[src/tbpc_pkg.sv]
// Package with shared types, widths and reset values of the three-button player control.
package tbpc_pkg;

	localparam int TRACK_SLOTS = 32;
	localparam int TRACK_LIM   = (TRACK_SLOTS < 32) ? TRACK_SLOTS : 32;

	localparam int TIME_W   = 32;
	localparam int MS_W     = 16;
	localparam int CNT_W    = 6;
	localparam int TRACK_W  = 5;
	localparam int VOL_W    = 5;
	localparam int CFG_IX_W = 3;
	localparam int CFG_D_W  = 16;
	localparam int IN_W     = 40;
	localparam int OUT_W    = 24;

	localparam logic [MS_W-1:0]    LONG_PRESS_RST = MS_W'(700);
	localparam logic [MS_W-1:0]    VLONG_PRESS_RST = MS_W'(3000);
	localparam logic [MS_W-1:0]    LOCKOUT_RST = MS_W'(250);
	localparam logic [MS_W-1:0]    VOL_REPEAT_RST = MS_W'(120);
	localparam logic [CNT_W-1:0]   TRACK_COUNT_RST = CNT_W'(1);
	localparam logic [TRACK_W-1:0] START_TRACK_RST = TRACK_W'(0);
	localparam logic [VOL_W-1:0]   START_VOL_RST = VOL_W'(14);
	localparam logic [VOL_W-1:0]   MAX_VOL_RST = VOL_W'(21);
	localparam logic [CNT_W-1:0]   TRACK_LIM_C = CNT_W'(TRACK_LIM);

	typedef enum logic [CFG_IX_W-1:0] {
		CFG_LONG_PRESS  = 3'd0,
		CFG_VLONG_PRESS = 3'd1,
		CFG_LOCKOUT     = 3'd2,
		CFG_VOL_REPEAT  = 3'd3,
		CFG_TRACK_COUNT = 3'd4,
		CFG_START_TRACK = 3'd5,
		CFG_START_VOL   = 3'd6,
		CFG_MAX_VOL     = 3'd7
	} cfg_idx_t;

	// Input request, last field in the lowest bits.
	typedef struct packed {
		logic              prev_level;
		logic              next_level;
		logic              play_level;
		logic [TIME_W-1:0] now_ms;
	} in_item_t;

	// Result request, last field in the lowest bits.
	typedef struct packed {
		logic               volume_changed;
		logic               enter_sleep;
		logic               toggle_pause;
		logic               restart_track;
		logic               volume_display;
		logic               asleep;
		logic               paused;
		logic [VOL_W-1:0]   volume_level;
		logic [TRACK_W-1:0] track_index;
	} out_item_t;

endpackage

[src/three_button_player_control_core.sv]
// Top level of the three-button player control: button decoding, volume and track state.
//
//  Channel  Direction  Handshake                 Payload
//  s_*      in         s_tvalid / s_tready       s_tdata: now_ms, play, next, prev levels
//  m_*      out        m_tvalid / m_tready       m_tdata: state and event pulses
//  cfg_*    in         cfg_we (no wait)          cfg_index, cfg_data
//
// One request is taken per clock cycle when the output side keeps up. A request
// is held in the input register, is evaluated by a single pass of compare
// and update logic and lands in the result register. A stalled result holds
// the input register; the input side is ready again as soon as that result is
// taken. Reset clears all state to the documented values at once; there is no
// clearing pass.
module three_button_player_control_core
	import tbpc_pkg::*;
(
	input  logic                clk,
	input  logic                arst_n,
	input  logic                s_tvalid,
	output logic                s_tready,
	input  logic [IN_W-1:0]     s_tdata,   // now_ms[31:0], play_level, next_level, prev_level
	output logic                m_tvalid,
	input  logic                m_tready,
	output logic [OUT_W-1:0]    m_tdata,   // track_index[4:0], volume_level[4:0], paused,
	                                       // asleep, volume_display, restart_track,
	                                       // toggle_pause, enter_sleep, volume_changed
	input  logic                cfg_we,
	input  logic [CFG_IX_W-1:0] cfg_index,
	input  logic [CFG_D_W-1:0]  cfg_data
);

	// Configuration registers.
	logic [MS_W-1:0]    long_q, vlong_q, lockout_q, repeat_q;
	logic [CNT_W-1:0]   tcount_q;
	logic [VOL_W-1:0]   max_vol_q;

	// Input stage.
	logic     in_valid_s1;
	in_item_t in_s1;

	// Output register.
	logic      out_valid_q;
	out_item_t out_q;

	// Player state.
	logic               play_lvl_q, next_lvl_q, prev_lvl_q;
	logic [TIME_W-1:0]  play_stamp_q, next_stamp_q, prev_stamp_q;
	logic [TIME_W-1:0]  action_stamp_q, vol_stamp_q;
	logic [TRACK_W-1:0] track_q;
	logic [VOL_W-1:0]   volume_q;
	logic               paused_q, asleep_q, vdisp_q;

	logic advance;

	assign advance  = in_valid_s1 && (!out_valid_q || m_tready);
	assign s_tready = !in_valid_s1 || advance;
	assign m_tvalid = out_valid_q;
	assign m_tdata  = {{(OUT_W - $bits(out_item_t)){1'b0}}, out_q};

	// The wrap count is the track count register saturated to the usable range.
	logic [CNT_W-1:0] cnt;
	always_comb begin
		if (tcount_q == '0) begin
			cnt = CNT_W'(1);
		end else if (tcount_q > TRACK_LIM_C) begin
			cnt = TRACK_LIM_C;
		end else begin
			cnt = tcount_q;
		end
	end

	// Step evaluation. The three sections of one request act in the order play,
	// next, prev. Once one release acts it stamps the lockout with the current
	// time, which blocks later releases in the same request; the same holds for
	// volume steps and their repeat stamp. That lets every compare use the
	// stored stamps directly.
	logic [TIME_W-1:0]  now, play_held, next_held, prev_held;
	logic               p, n, r;
	logic               play_fall, next_rise, next_fall, prev_rise, prev_fall, play_rise;
	logic               lock_ok, vol_ok;
	logic               play_act, do_sleep, do_restart_p, do_toggle;
	logic               next_step, next_act, next_short;
	logic               prev_step, prev_act, prev_short;
	logic               next_move, prev_move;
	logic [CNT_W-1:0]   t_inc, t_mid;
	logic [TRACK_W-1:0] track_d;
	logic [VOL_W:0]     v_inc;
	logic [VOL_W-1:0]   volume_d;
	logic               paused_d, vdisp_d;
	out_item_t          res;

	always_comb begin
		now = in_s1.now_ms;
		p   = in_s1.play_level;
		n   = in_s1.next_level;
		r   = in_s1.prev_level;

		play_rise = p && !play_lvl_q;
		play_fall = !p && play_lvl_q;
		next_rise = n && !next_lvl_q;
		next_fall = !n && next_lvl_q;
		prev_rise = r && !prev_lvl_q;
		prev_fall = !r && prev_lvl_q;

		lock_ok = (now - action_stamp_q) > {{(TIME_W-MS_W){1'b0}}, lockout_q};
		vol_ok  = (now - vol_stamp_q) > {{(TIME_W-MS_W){1'b0}}, repeat_q};

		// A rising edge of next or prev restamps, so its hold time then reads as zero.
		play_held = now - play_stamp_q;
		next_held = next_rise ? '0 : now - next_stamp_q;
		prev_held = prev_rise ? '0 : now - prev_stamp_q;

		play_act     = play_fall && lock_ok;
		do_sleep     = play_act && paused_q &&
		               (play_held > {{(TIME_W-MS_W){1'b0}}, vlong_q});
		do_restart_p = play_act && !do_sleep &&
		               (play_held > {{(TIME_W-MS_W){1'b0}}, long_q});
		do_toggle    = play_act && !do_sleep && !do_restart_p;

		next_step  = n && vol_ok && (next_held > {{(TIME_W-MS_W){1'b0}}, long_q});
		next_act   = next_fall && lock_ok && !play_act;
		next_short = next_held <= {{(TIME_W-MS_W){1'b0}}, long_q};
		next_move  = next_act && next_short;

		prev_step  = r && vol_ok && !next_step &&
		             (prev_held > {{(TIME_W-MS_W){1'b0}}, long_q});
		prev_act   = prev_fall && lock_ok && !play_act && !next_act;
		prev_short = prev_held <= {{(TIME_W-MS_W){1'b0}}, long_q};
		prev_move  = prev_act && prev_short;

		// Track index: next wraps to zero, prev wraps to the last track.
		t_inc = {1'b0, track_q} + CNT_W'(1);
		t_mid = {1'b0, track_q};
		if (next_move) begin
			t_mid = (t_inc >= cnt) ? '0 : t_inc;
		end
		if (prev_move) begin
			if (t_mid == '0 || t_mid >= cnt) begin
				t_mid = cnt - CNT_W'(1);
			end else begin
				t_mid = t_mid - CNT_W'(1);
			end
		end
		track_d = t_mid[TRACK_W-1:0];

		// Volume: at most one step per request.
		v_inc    = {1'b0, volume_q} + (VOL_W+1)'(1);
		volume_d = volume_q;
		if (next_step) begin
			volume_d = (volume_q != '0) ? volume_q - VOL_W'(1) : volume_q;
		end else if (prev_step) begin
			volume_d = (v_inc > {1'b0, max_vol_q}) ? max_vol_q : v_inc[VOL_W-1:0];
		end

		paused_d = paused_q;
		if (do_restart_p) begin
			paused_d = 1'b0;
		end else if (do_toggle) begin
			paused_d = !paused_q;
		end
		if (next_move || prev_move) begin
			paused_d = 1'b0;
		end

		vdisp_d = vdisp_q;
		if (next_step) begin
			vdisp_d = 1'b1;
		end
		if (next_act) begin
			vdisp_d = 1'b0;
		end
		if (prev_step) begin
			vdisp_d = 1'b1;
		end
		if (prev_act) begin
			vdisp_d = 1'b0;
		end

		res.track_index    = track_d;
		res.volume_level   = volume_d;
		res.paused         = paused_d;
		res.asleep         = asleep_q || do_sleep;
		res.volume_display = vdisp_d;
		res.restart_track  = do_restart_p || next_move || prev_move;
		res.toggle_pause   = do_toggle;
		res.enter_sleep    = do_sleep;
		res.volume_changed = next_step || prev_step;
	end

	// Input register.
	always_ff @(posedge clk or negedge arst_n) begin
		if (!arst_n) begin
			in_valid_s1 <= 1'b0;
		end else if (s_tready) begin
			in_valid_s1 <= s_tvalid;
		end
	end

	always_ff @(posedge clk) begin
		if (s_tvalid && s_tready) begin
			in_s1 <= in_item_t'(s_tdata[$bits(in_item_t)-1:0]);
		end
	end

	// Result register.
	always_ff @(posedge clk or negedge arst_n) begin
		if (!arst_n) begin
			out_valid_q <= 1'b0;
		end else if (advance) begin
			out_valid_q <= 1'b1;
		end else if (m_tready) begin
			out_valid_q <= 1'b0;
		end
	end

	always_ff @(posedge clk) begin
		if (advance) begin
			out_q <= res;
		end
	end

	// Player state and configuration. The user must write configuration only while
	// no request is in flight, so preload writes never meet a step update; the
	// block does not enforce this. The start track and start volume only act
	// through the preload, so they need no register of their own.
	always_ff @(posedge clk or negedge arst_n) begin
		if (!arst_n) begin
			long_q         <= LONG_PRESS_RST;
			vlong_q        <= VLONG_PRESS_RST;
			lockout_q      <= LOCKOUT_RST;
			repeat_q       <= VOL_REPEAT_RST;
			tcount_q       <= TRACK_COUNT_RST;
			max_vol_q      <= MAX_VOL_RST;
			play_lvl_q     <= 1'b0;
			next_lvl_q     <= 1'b0;
			prev_lvl_q     <= 1'b0;
			play_stamp_q   <= '0;
			next_stamp_q   <= '0;
			prev_stamp_q   <= '0;
			action_stamp_q <= '0;
			vol_stamp_q    <= '0;
			track_q        <= START_TRACK_RST;
			volume_q       <= START_VOL_RST;
			paused_q       <= 1'b1;
			asleep_q       <= 1'b0;
			vdisp_q        <= 1'b0;
		end else begin
			if (advance) begin
				play_lvl_q <= p;
				next_lvl_q <= n;
				prev_lvl_q <= r;
				if (play_rise) begin
					play_stamp_q <= now;
				end
				if (next_rise) begin
					next_stamp_q <= now;
				end
				if (prev_rise) begin
					prev_stamp_q <= now;
				end
				if (play_act || next_act || prev_act) begin
					action_stamp_q <= now;
				end
				if (next_step || prev_step) begin
					vol_stamp_q <= now;
				end
				track_q  <= track_d;
				volume_q <= volume_d;
				paused_q <= paused_d;
				asleep_q <= res.asleep;
				vdisp_q  <= vdisp_d;
			end
			if (cfg_we) begin
				case (cfg_idx_t'(cfg_index))
					CFG_LONG_PRESS:  long_q    <= cfg_data;
					CFG_VLONG_PRESS: vlong_q   <= cfg_data;
					CFG_LOCKOUT:     lockout_q <= cfg_data;
					CFG_VOL_REPEAT:  repeat_q  <= cfg_data;
					CFG_TRACK_COUNT: tcount_q  <= cfg_data[CNT_W-1:0];
					CFG_START_TRACK: begin
						track_q <= ({1'b0, cfg_data[TRACK_W-1:0]} < cnt) ?
						           cfg_data[TRACK_W-1:0] : '0;
					end
					CFG_START_VOL: begin
						volume_q <= (cfg_data[VOL_W-1:0] > max_vol_q) ?
						            max_vol_q : cfg_data[VOL_W-1:0];
					end
					CFG_MAX_VOL:     max_vol_q <= cfg_data[VOL_W-1:0];
					default: begin
					end
				endcase
			end
		end
	end

endmodule

[config.mk]
export PLATFORM = sky130hd
export DESIGN_NAME = three_button_player_control_core
export DESIGN_NICKNAME = d
export VERILOG_FILES = /design/src/tbpc_pkg.sv /design/src/three_button_player_control_core.sv
export SDC_FILE = /design/constraint.sdc
export NUM_CORES = 1
export LEC_CHECK = 0
export CAP_MARGIN = 20
export CORE_ASPECT_RATIO = 1.25
export CORE_MARGIN = 1
export CORE_UTILIZATION = 25
export DETAILED_ROUTE_END_ITERATION = 8
export DONT_BUFFER_PORTS = 1
export SYNTH_ARGS = -nofsm -noshare
export SYNTH_HDL_FRONTEND = slang
export SYNTH_SLANG_ARGS = --single-unit
export TNS_END_PERCENT = 50
[constraint.sdc]
create_clock -name clk -period 8.1 [get_ports clk]
set_clock_uncertainty 0.05 [all_clocks]
set_input_delay 0.405 -clock clk [delete_from_list [all_inputs] [get_ports clk]]
set_output_delay 0.405 -clock clk [all_outputs]
set_load 0.05 [all_outputs]
==> results of run 1 <==
==> worst max-delay path by stage <==
stage | endpoint | cells after the start | slack [ns] | start
floorplan | track_q[4] | 39 | 0.47 | now[1]
global placement | track_q[4] | 45 | 0.10 | now[0]
detailed placement | track_q[4] | 40 | 0.13 | now[0]
CTS | track_q[4] | 40 | 0.08 | now[0]
global route | track_q[4] | 38 | -0.02 | now[4]
finish | m_tdata[4] | 41 | 0.59 | now[4]
==> per-stage QoR <==
stage               total power [mW]  instances  setup WS (ns)
detailed placement             8.018       4068         0.1329
CTS                            9.891       4189        0.08270
global route                   10.80       4203       -0.01874
floorplan                      6.711       2786         0.4725
finish                         9.950       4204         0.5861
global placement               7.948       4068         0.1026
==> layout make-up <==
type                    count  area share [%]
flip-flops and latches    305           27.67
diodes                      7         0.06111
clock buffers              53           3.610
multi-input cells        2108           54.67
clock inverters            13          0.7290
repair buffers            121           3.780
well taps                1310           5.719
inverters                 287           3.758
==> cells in the mapped netlist, types with 7 or more instances <==
cell type and instances:
mux2_2 175, or4_1 7, dfrtp_1 222, a211o_1 9, nand4_1 46, inv_1 285, a21oi_1 207, o21bai_1 21
mux2_1 14, nor3_1 37, a31oi_1 30, ha_1 281, nand2b_1 44, o211ai_1 31, o22ai_1 10, nor4_1 17
nor2b_1 43, and2_1 13, o21ai_0 166, a211oi_1 26, xnor2_1 68, or2_2 10, o221ai_1 13, o31ai_1 7
buf_4 12, or3_1 13, nand3_1 57, o2111ai_1 9, mux2i_1 27, o21a_1 42, a21o_1 62, and3_1 21
o21ai_1 12, nand2_1 215, nor2_1 182, dfstp_2 31, xor2_1 40, buf_2 17, nor3b_1 7, a21boi_0 7
edfxtp_1 52, and4_1 8, clkbuf_1 55
==> sequential cells by signal, summed over array words and instances (netlist names), 17 cells and up <==
signal,cells
action_stamp_q,32
m_tdata,17
next_stamp_q,32
now,32
play_stamp_q,32
prev_stamp_q,32
vol_stamp_q,32
==> cells by family (layout without fill, tap and decap cells) <==
kind of cell / after synthesis / after routing / synth area share [%]
xor gates and xnor gates: 109 / 109 / 3.894
AOI/OAI and AO/OA: 740 / 740 / 19.19
muxes: 217 / 218 / 9.693
DFF: 305 / 305 / 31.85
buffers and inverters: 374 / 474 / 5.910
adders and majority gates: 286 / 286 / 14.52
and+or+nand+nor: 748 / 748 / 14.92
other: 1 / 14 / 0.01506
==> power groups by stage <==
stage | logic [mW] | clock network, mW | registers (mW)
floorplan | 4.40 | 0 | 2.31
global placement | 5.55 | 0 | 2.40
detailed placement | 5.60 | 0 | 2.41
CTS | 5.71 | 1.79 | 2.39
global route | 6.52 | 1.83 | 2.45
finish | 5.83 | 1.73 | 2.39
==> repair_timing <==
| item | in CTS | in global routing |
|---|---|---|
| hold buffers | 55 | 0 |
| resized for setup | 0 | 30 |
| setup endpoints to repair | 0 | 10 |
| setup buffers | 0 | 6 |
| hold endpoints to repair | 369 | 0 |
==> cells in the final DEF (no fill, tap or decap), drive strengths merged, types with 30 or more instances in the layout <==
cell type and instances:
a31oi 30, mux2 191, a21oi 207, buf 67, nand2b 44, nor2b 43
clkbuf 53, xor2 40, o211ai 31, xnor2 68, dfrtp 222, nand4 48
nand2 216, a21o 62, edfxtp 52, o21a 42, dlygate4sd3 54, nor3 38
ha 281, nand3 58, nor2 183, dfstp 31, o21ai 178, inv 288
==> critical path: cells and delay by family, from the launching register on <==
kind | cells | cell delay (ns)
flip-flops | 1 | 0.56
XOR/XNOR | 2 | 0.33
AND/OR/NAND/NOR | 15 | 1.65
buffers and inverters | 3 | 0.41
adder cells (fa/ha/maj) | 4 | 1.05
AO/OA/AOI/OAI | 14 | 2.38
multiplexers | 3 | 0.83
==> routing by layer <==
metal / GRT usage, % / vias up
met5: 0 / -
met4: 6.043 / 20
met3: 1.846 / 145
met2: 25.73 / 451
met1: 17.96 / 10030
li1: - / 10200
==> results.json, run 1 <==
{
  "io_buffers": 0,
  "die-area_mm2": 0.1009,
  "drtIter0Drc": 1433,
  "synth_edf_count": 52,
  "met2_length_mm": 36.63,
  "wl_per_cell_um": 17.84,
  "routabilityCongestion": 0.9164,
  "drive_gt1_share_pct": 13.72,
  "period_needed_ns": 7.514,
  "synth_top_area_share_pct": 22.31,
  "synthDistinctLibCells": 99,
  "setup_viol": 0,
  "synth_area_leaders": "dfrtp_1 (22%), ha_1 (14%), mux2_2 (7.9%), edfxtp_1 (6.3%), inv_1 (4.3%)",
  "regArea_mm2": 0.007931,
  "design_area_mm2": 0.02866,
  "coreArea_mm2": 0.09878,
  "synth-async-reset-ratio_pct": 82.95,
  "min_path_cells": 2,
  "yosysTopAreaCell": "dfrtp_1",
  "relSlewSlack_pct": 39.70,
  "arrival_ns": 7.80,
  "grt_max_degree": 254,
  "max_freq_mhz": 133.1,
  "cts_tree": "done",
  "final_nets": 3209,
  "rows": 129,
  "synth-main-ff-cell": "dfrtp_1",
  "dr_wl_met3_mm": 2.709,
  "period_share_pct": 92.76,
  "p_seq_share_pct": 24.0,
  "synth_seq_area_share_pct": 31.85,
  "hp-start": "cfg_index[2]",
  "critPathKind": "flip-flop to flip-flop",
  "cts.sinks": 305,
  "syn_area_per_cell_um2": 8.956,
  "synth_cells": 2780,
  "syn2layout_area_growth_pct": 15.12,
  "worstSetupStartpointType": "flip-flop",
  "reg2reg_slack_ns": 0.59,
  "crit_fanout": 7,
  "vias": 20850,
  "peakVddDrop_mv": 0.1839,
  "fill_cells": 10540,
  "r2r-start": "now[4]",
  "p_clk_share_pct": 17.4,
  "intPower_mw": 5.534,
  "top_layer_used": "met5",
  "netSwitchingPower_mw": 4.416,
  "maxSlewViolCount": 0,
  "overflow": 0,
  "pin_count": 90,
  "grt_pass1_vias": 20150,
  "htree_levels": 2,
  "swShare_pct": 44.38,
  "clock_latency_ns": 0.59,
  "crit_required_ns": 8.39,
  "r2r_end": "m_tdata[4]",
  "worst-r2r-cell-count": 41,
  "via_per_inst": 4.959,
  "holdPathEnd": "max_vol_q[0]",
  "p_leak_nw": 12.58,
  "start_util_pct": 25.21,
  "maxCapViolations": 0,
  "wl_met1_mm": 32.54,
  "grt_util_all_layers_pct": 14.64,
  "postRouteAntennaNets": 0,
  "tightestPinTransition_ns": 0.9002,
  "cts_root_buf": "clkbuf_16",
  "numCtsBuffers": 36,
  "power_density_mw_per_mm2": 347.1,
  "clk_pin_slew_ns": 0.06,
  "drc": 0,
  "holdWs_ns": 0.08817,
  "grt_first_pass_wirelength_mm": 116.5,
  "status": "finished clean",
  "cts_buffer_depth": 3,
  "dp_hpwl_mm": 57.25,
  "cp_slowest_stage_delay_ns": 0.56,
  "die_h_um": 354.8,
  "tns_ns": 0,
  "postLayoutCoreUtil_pct": 29.02,
  "syn_area_mm2": 0.02490,
  "place_area_mm2": 0.02663,
  "comb_power_share_pct": 58.6,
  "synth-seq-cells": 305,
  "yosys_warnings": 0,
  "multi_input_area_mm2": 0.01567,
  "finalHoldViolations": 0,
  "hold_class": "primary input to flip-flop",
  "die_w_um": 284.3,
  "firstDrtPassIters": 5,
  "endpoint_kind": "flip-flop",
  "antenna_found_initial": 18,
  "postRouteWirelength_mm": 74.98,
  "cp_slowest_cell": "edfxtp_1"
}
(Power assumes the default switching activity.)
==> run 2: changes to the inputs <==
Settings changed: PLACE_DENSITY_LB_ADDON set to 0.3.
Clock period 8.1 ns to 7.1 ns, I/O delays scaled along.
==> run 2 against run 1 <==
Against the previous run: via count increased by 1.7%; largest power group unchanged; largest cell class unchanged; core utilization is 1.2 points higher; highest routed layer unchanged; die area stayed put; global-route usage grew 1.0 points; cell area rose by 4.0%; the run now ends with setup timing left; sequential power increased by 14%; non-clock buffer count is 117 higher.
==> results.json, run 2 (same netlist as run 1, synthesis figures left out) <==
{
  "grt_pass1_vias": 20790,
  "firstDrtPassIters": 7,
  "cp_slowest_cell": "mux2_4",
  "coreArea_mm2": 0.09878,
  "wl_met1_mm": 35.97,
  "peakVddDrop_mv": 0.1741,
  "via_per_inst": 4.909,
  "die-area_mm2": 0.1009,
  "maxCapViolations": 0,
  "multi_input_area_mm2": 0.01585,
  "pin_count": 90,
  "finalHoldViolations": 0,
  "syn2layout_area_growth_pct": 19.71,
  "dp_hpwl_mm": 61.22,
  "rows": 129,
  "violations": "setup timing",
  "cts_root_buf": "clkbuf_16",
  "period_share_pct": 100.4,
  "numCtsBuffers": 40,
  "status": "finished, violations left",
  "crit_required_ns": 7.39,
  "grt_max_degree": 254,
  "fill_cells": 10480,
  "maxSlewViolCount": 0,
  "setup_viol": 1,
  "vias": 21200,
  "tns_ns": -0.02754,
  "critPathKind": "flip-flop to flip-flop",
  "postLayoutCoreUtil_pct": 30.17,
  "final_nets": 3329,
  "crit_fanout": 5,
  "overflow": 0,
  "relSlewSlack_pct": 39.49,
  "max_freq_mhz": 140.3,
  "cp_slowest_stage_delay_ns": 0.35,
  "die_h_um": 354.8,
  "p_leak_nw": 13.21,
  "holdWs_ns": 0.05740,
  "power_density_mw_per_mm2": 398.0,
  "clock_latency_ns": 0.59,
  "start_util_pct": 25.21,
  "top_layer_used": "met5",
  "wl_per_cell_um": 18.44,
  "postRouteAntennaNets": 0,
  "worstSetupStartpointType": "flip-flop",
  "regArea_mm2": 0.007931,
  "antenna_found_initial": 4,
  "cts.sinks": 305,
  "grt_first_pass_wirelength_mm": 123.7,
  "setup_ws_ns": -0.02754,
  "tightestPinTransition_ns": 0.8963,
  "cts_tree": "done",
  "io_buffers": 0,
  "grt_util_all_layers_pct": 15.66,
  "rsz0062_at_grt": "true",
  "die_w_um": 284.3,
  "routabilityCongestion": 0.8957,
  "drtIter0Drc": 1364,
  "drive_gt1_share_pct": 18.02,
  "final_cell_mix": "inv_1 (282), ha_1 (275), dfrtp_1 (222)",
  "dr_wl_met3_mm": 2.786,
  "htree_levels": 2,
  "cts_buffer_depth": 3,
  "endpoint_kind": "flip-flop",
  "met2_length_mm": 38.71,
  "postRouteWirelength_mm": 79.63,
  "clk_pin_slew_ns": 0.06,
  "period_needed_ns": 7.128,
  "final_common_cell": "inv_1",
  "drc": 0,
  "hold_class": "primary input to flip-flop",
  "finalPower_mw": 11.86,
  "arrival_ns": 7.42
}
-- run 2: cell types whose count changed in the layout (fill, tap and decap cells not counted), sizes merged --
cell      delta
clkinv       +6
bufinv       -1
inv          -1
diode        -6
buf        +117
clkinvlp     -2
clkbuf       +3
mux2         -1
-- run 2: worst paths after layout --
path	cells past startpoint	slack (ns)	to	startpoint
worst min register to register	1	0.40	asleep_q	asleep_q
min in group asynchronous	2	0.26	m_tvalid	arst_n
worst min-delay path	2	0.06	max_vol_q[0]	cfg_index[2]
worst max register to register	43	-0.03	m_tdata[4]	now[0]
worst max-delay path	43	-0.03	m_tdata[4]	now[0]
max in group asynchronous	3	5.38	play_stamp_q[27]	arst_n
-- run 2: through the flow --
step | setup slack, ns | cell area [um2] | std cells
after floorplan | 0.004905 | 24960 | 2786
after global placement | -0.4126 | 27410 | 4165
after detailed placement | -0.4896 | 27430 | 4166
after CTS | -0.07611 | 29670 | 4313
after global routing | -0.3985 | 29810 | 4319
final | -0.02754 | 29810 | 4319
-- run 2: cell type report --
cell class | count | share of cell area [%]
multi-input combinational | 2107 | 53.16
sequential | 305 | 26.61
timing repair buffer | 238 | 6.754
tap | 1310 | 5.499
clock buffer | 56 | 3.765
inverter | 287 | 3.623
clock inverter | 15 | 0.5751
antenna | 1 | 0.008396
-- run 2: timing repair --
item | CTS | global route
endpoints found under the hold margin | 369 | 0
pin swaps | 46 | 18
hold buffers | 55 | 0
endpoints found under the setup margin | 10 | 10
gates resized for setup | 48 | 19
setup buffers | 21 | 4
-- run 2: worst max-delay path, delay by kind of cell, from the launching register on --
kind | cells | cell delay (ns)
AO/OA/AOI/OAI | 14 | 1.91
multiplexers | 3 | 0.87
flip-flops | 1 | 0.33
XOR/XNOR | 1 | 0.15
AND/OR/NAND/NOR | 13 | 1.60
adder cells (fa/ha/maj) | 5 | 1.11
buffers and inverters | 7 | 0.88
-- run 2: per-layer routing --
| metal | vias to the layer above | GRT usage, % |
|---|---|---|
| met3 | 102 | 1.872 |
| met1 | 10290 | 19.94 |
| met5 | - | 0 |
| li1 | 10410 | - |
| met4 | 2 | 4.731 |
| met2 | 395 | 27.49 |
-- run 2: power breakdown --
part / leakage (nW) / switching, mW / internal (mW)
Sequential: 3.47 / 0.384 / 2.33
Combinational: 9.12 / 3.98 / 3.13
Clock: 0.626 / 0.854 / 1.18
Total: 13.2 / 5.21 / 6.65
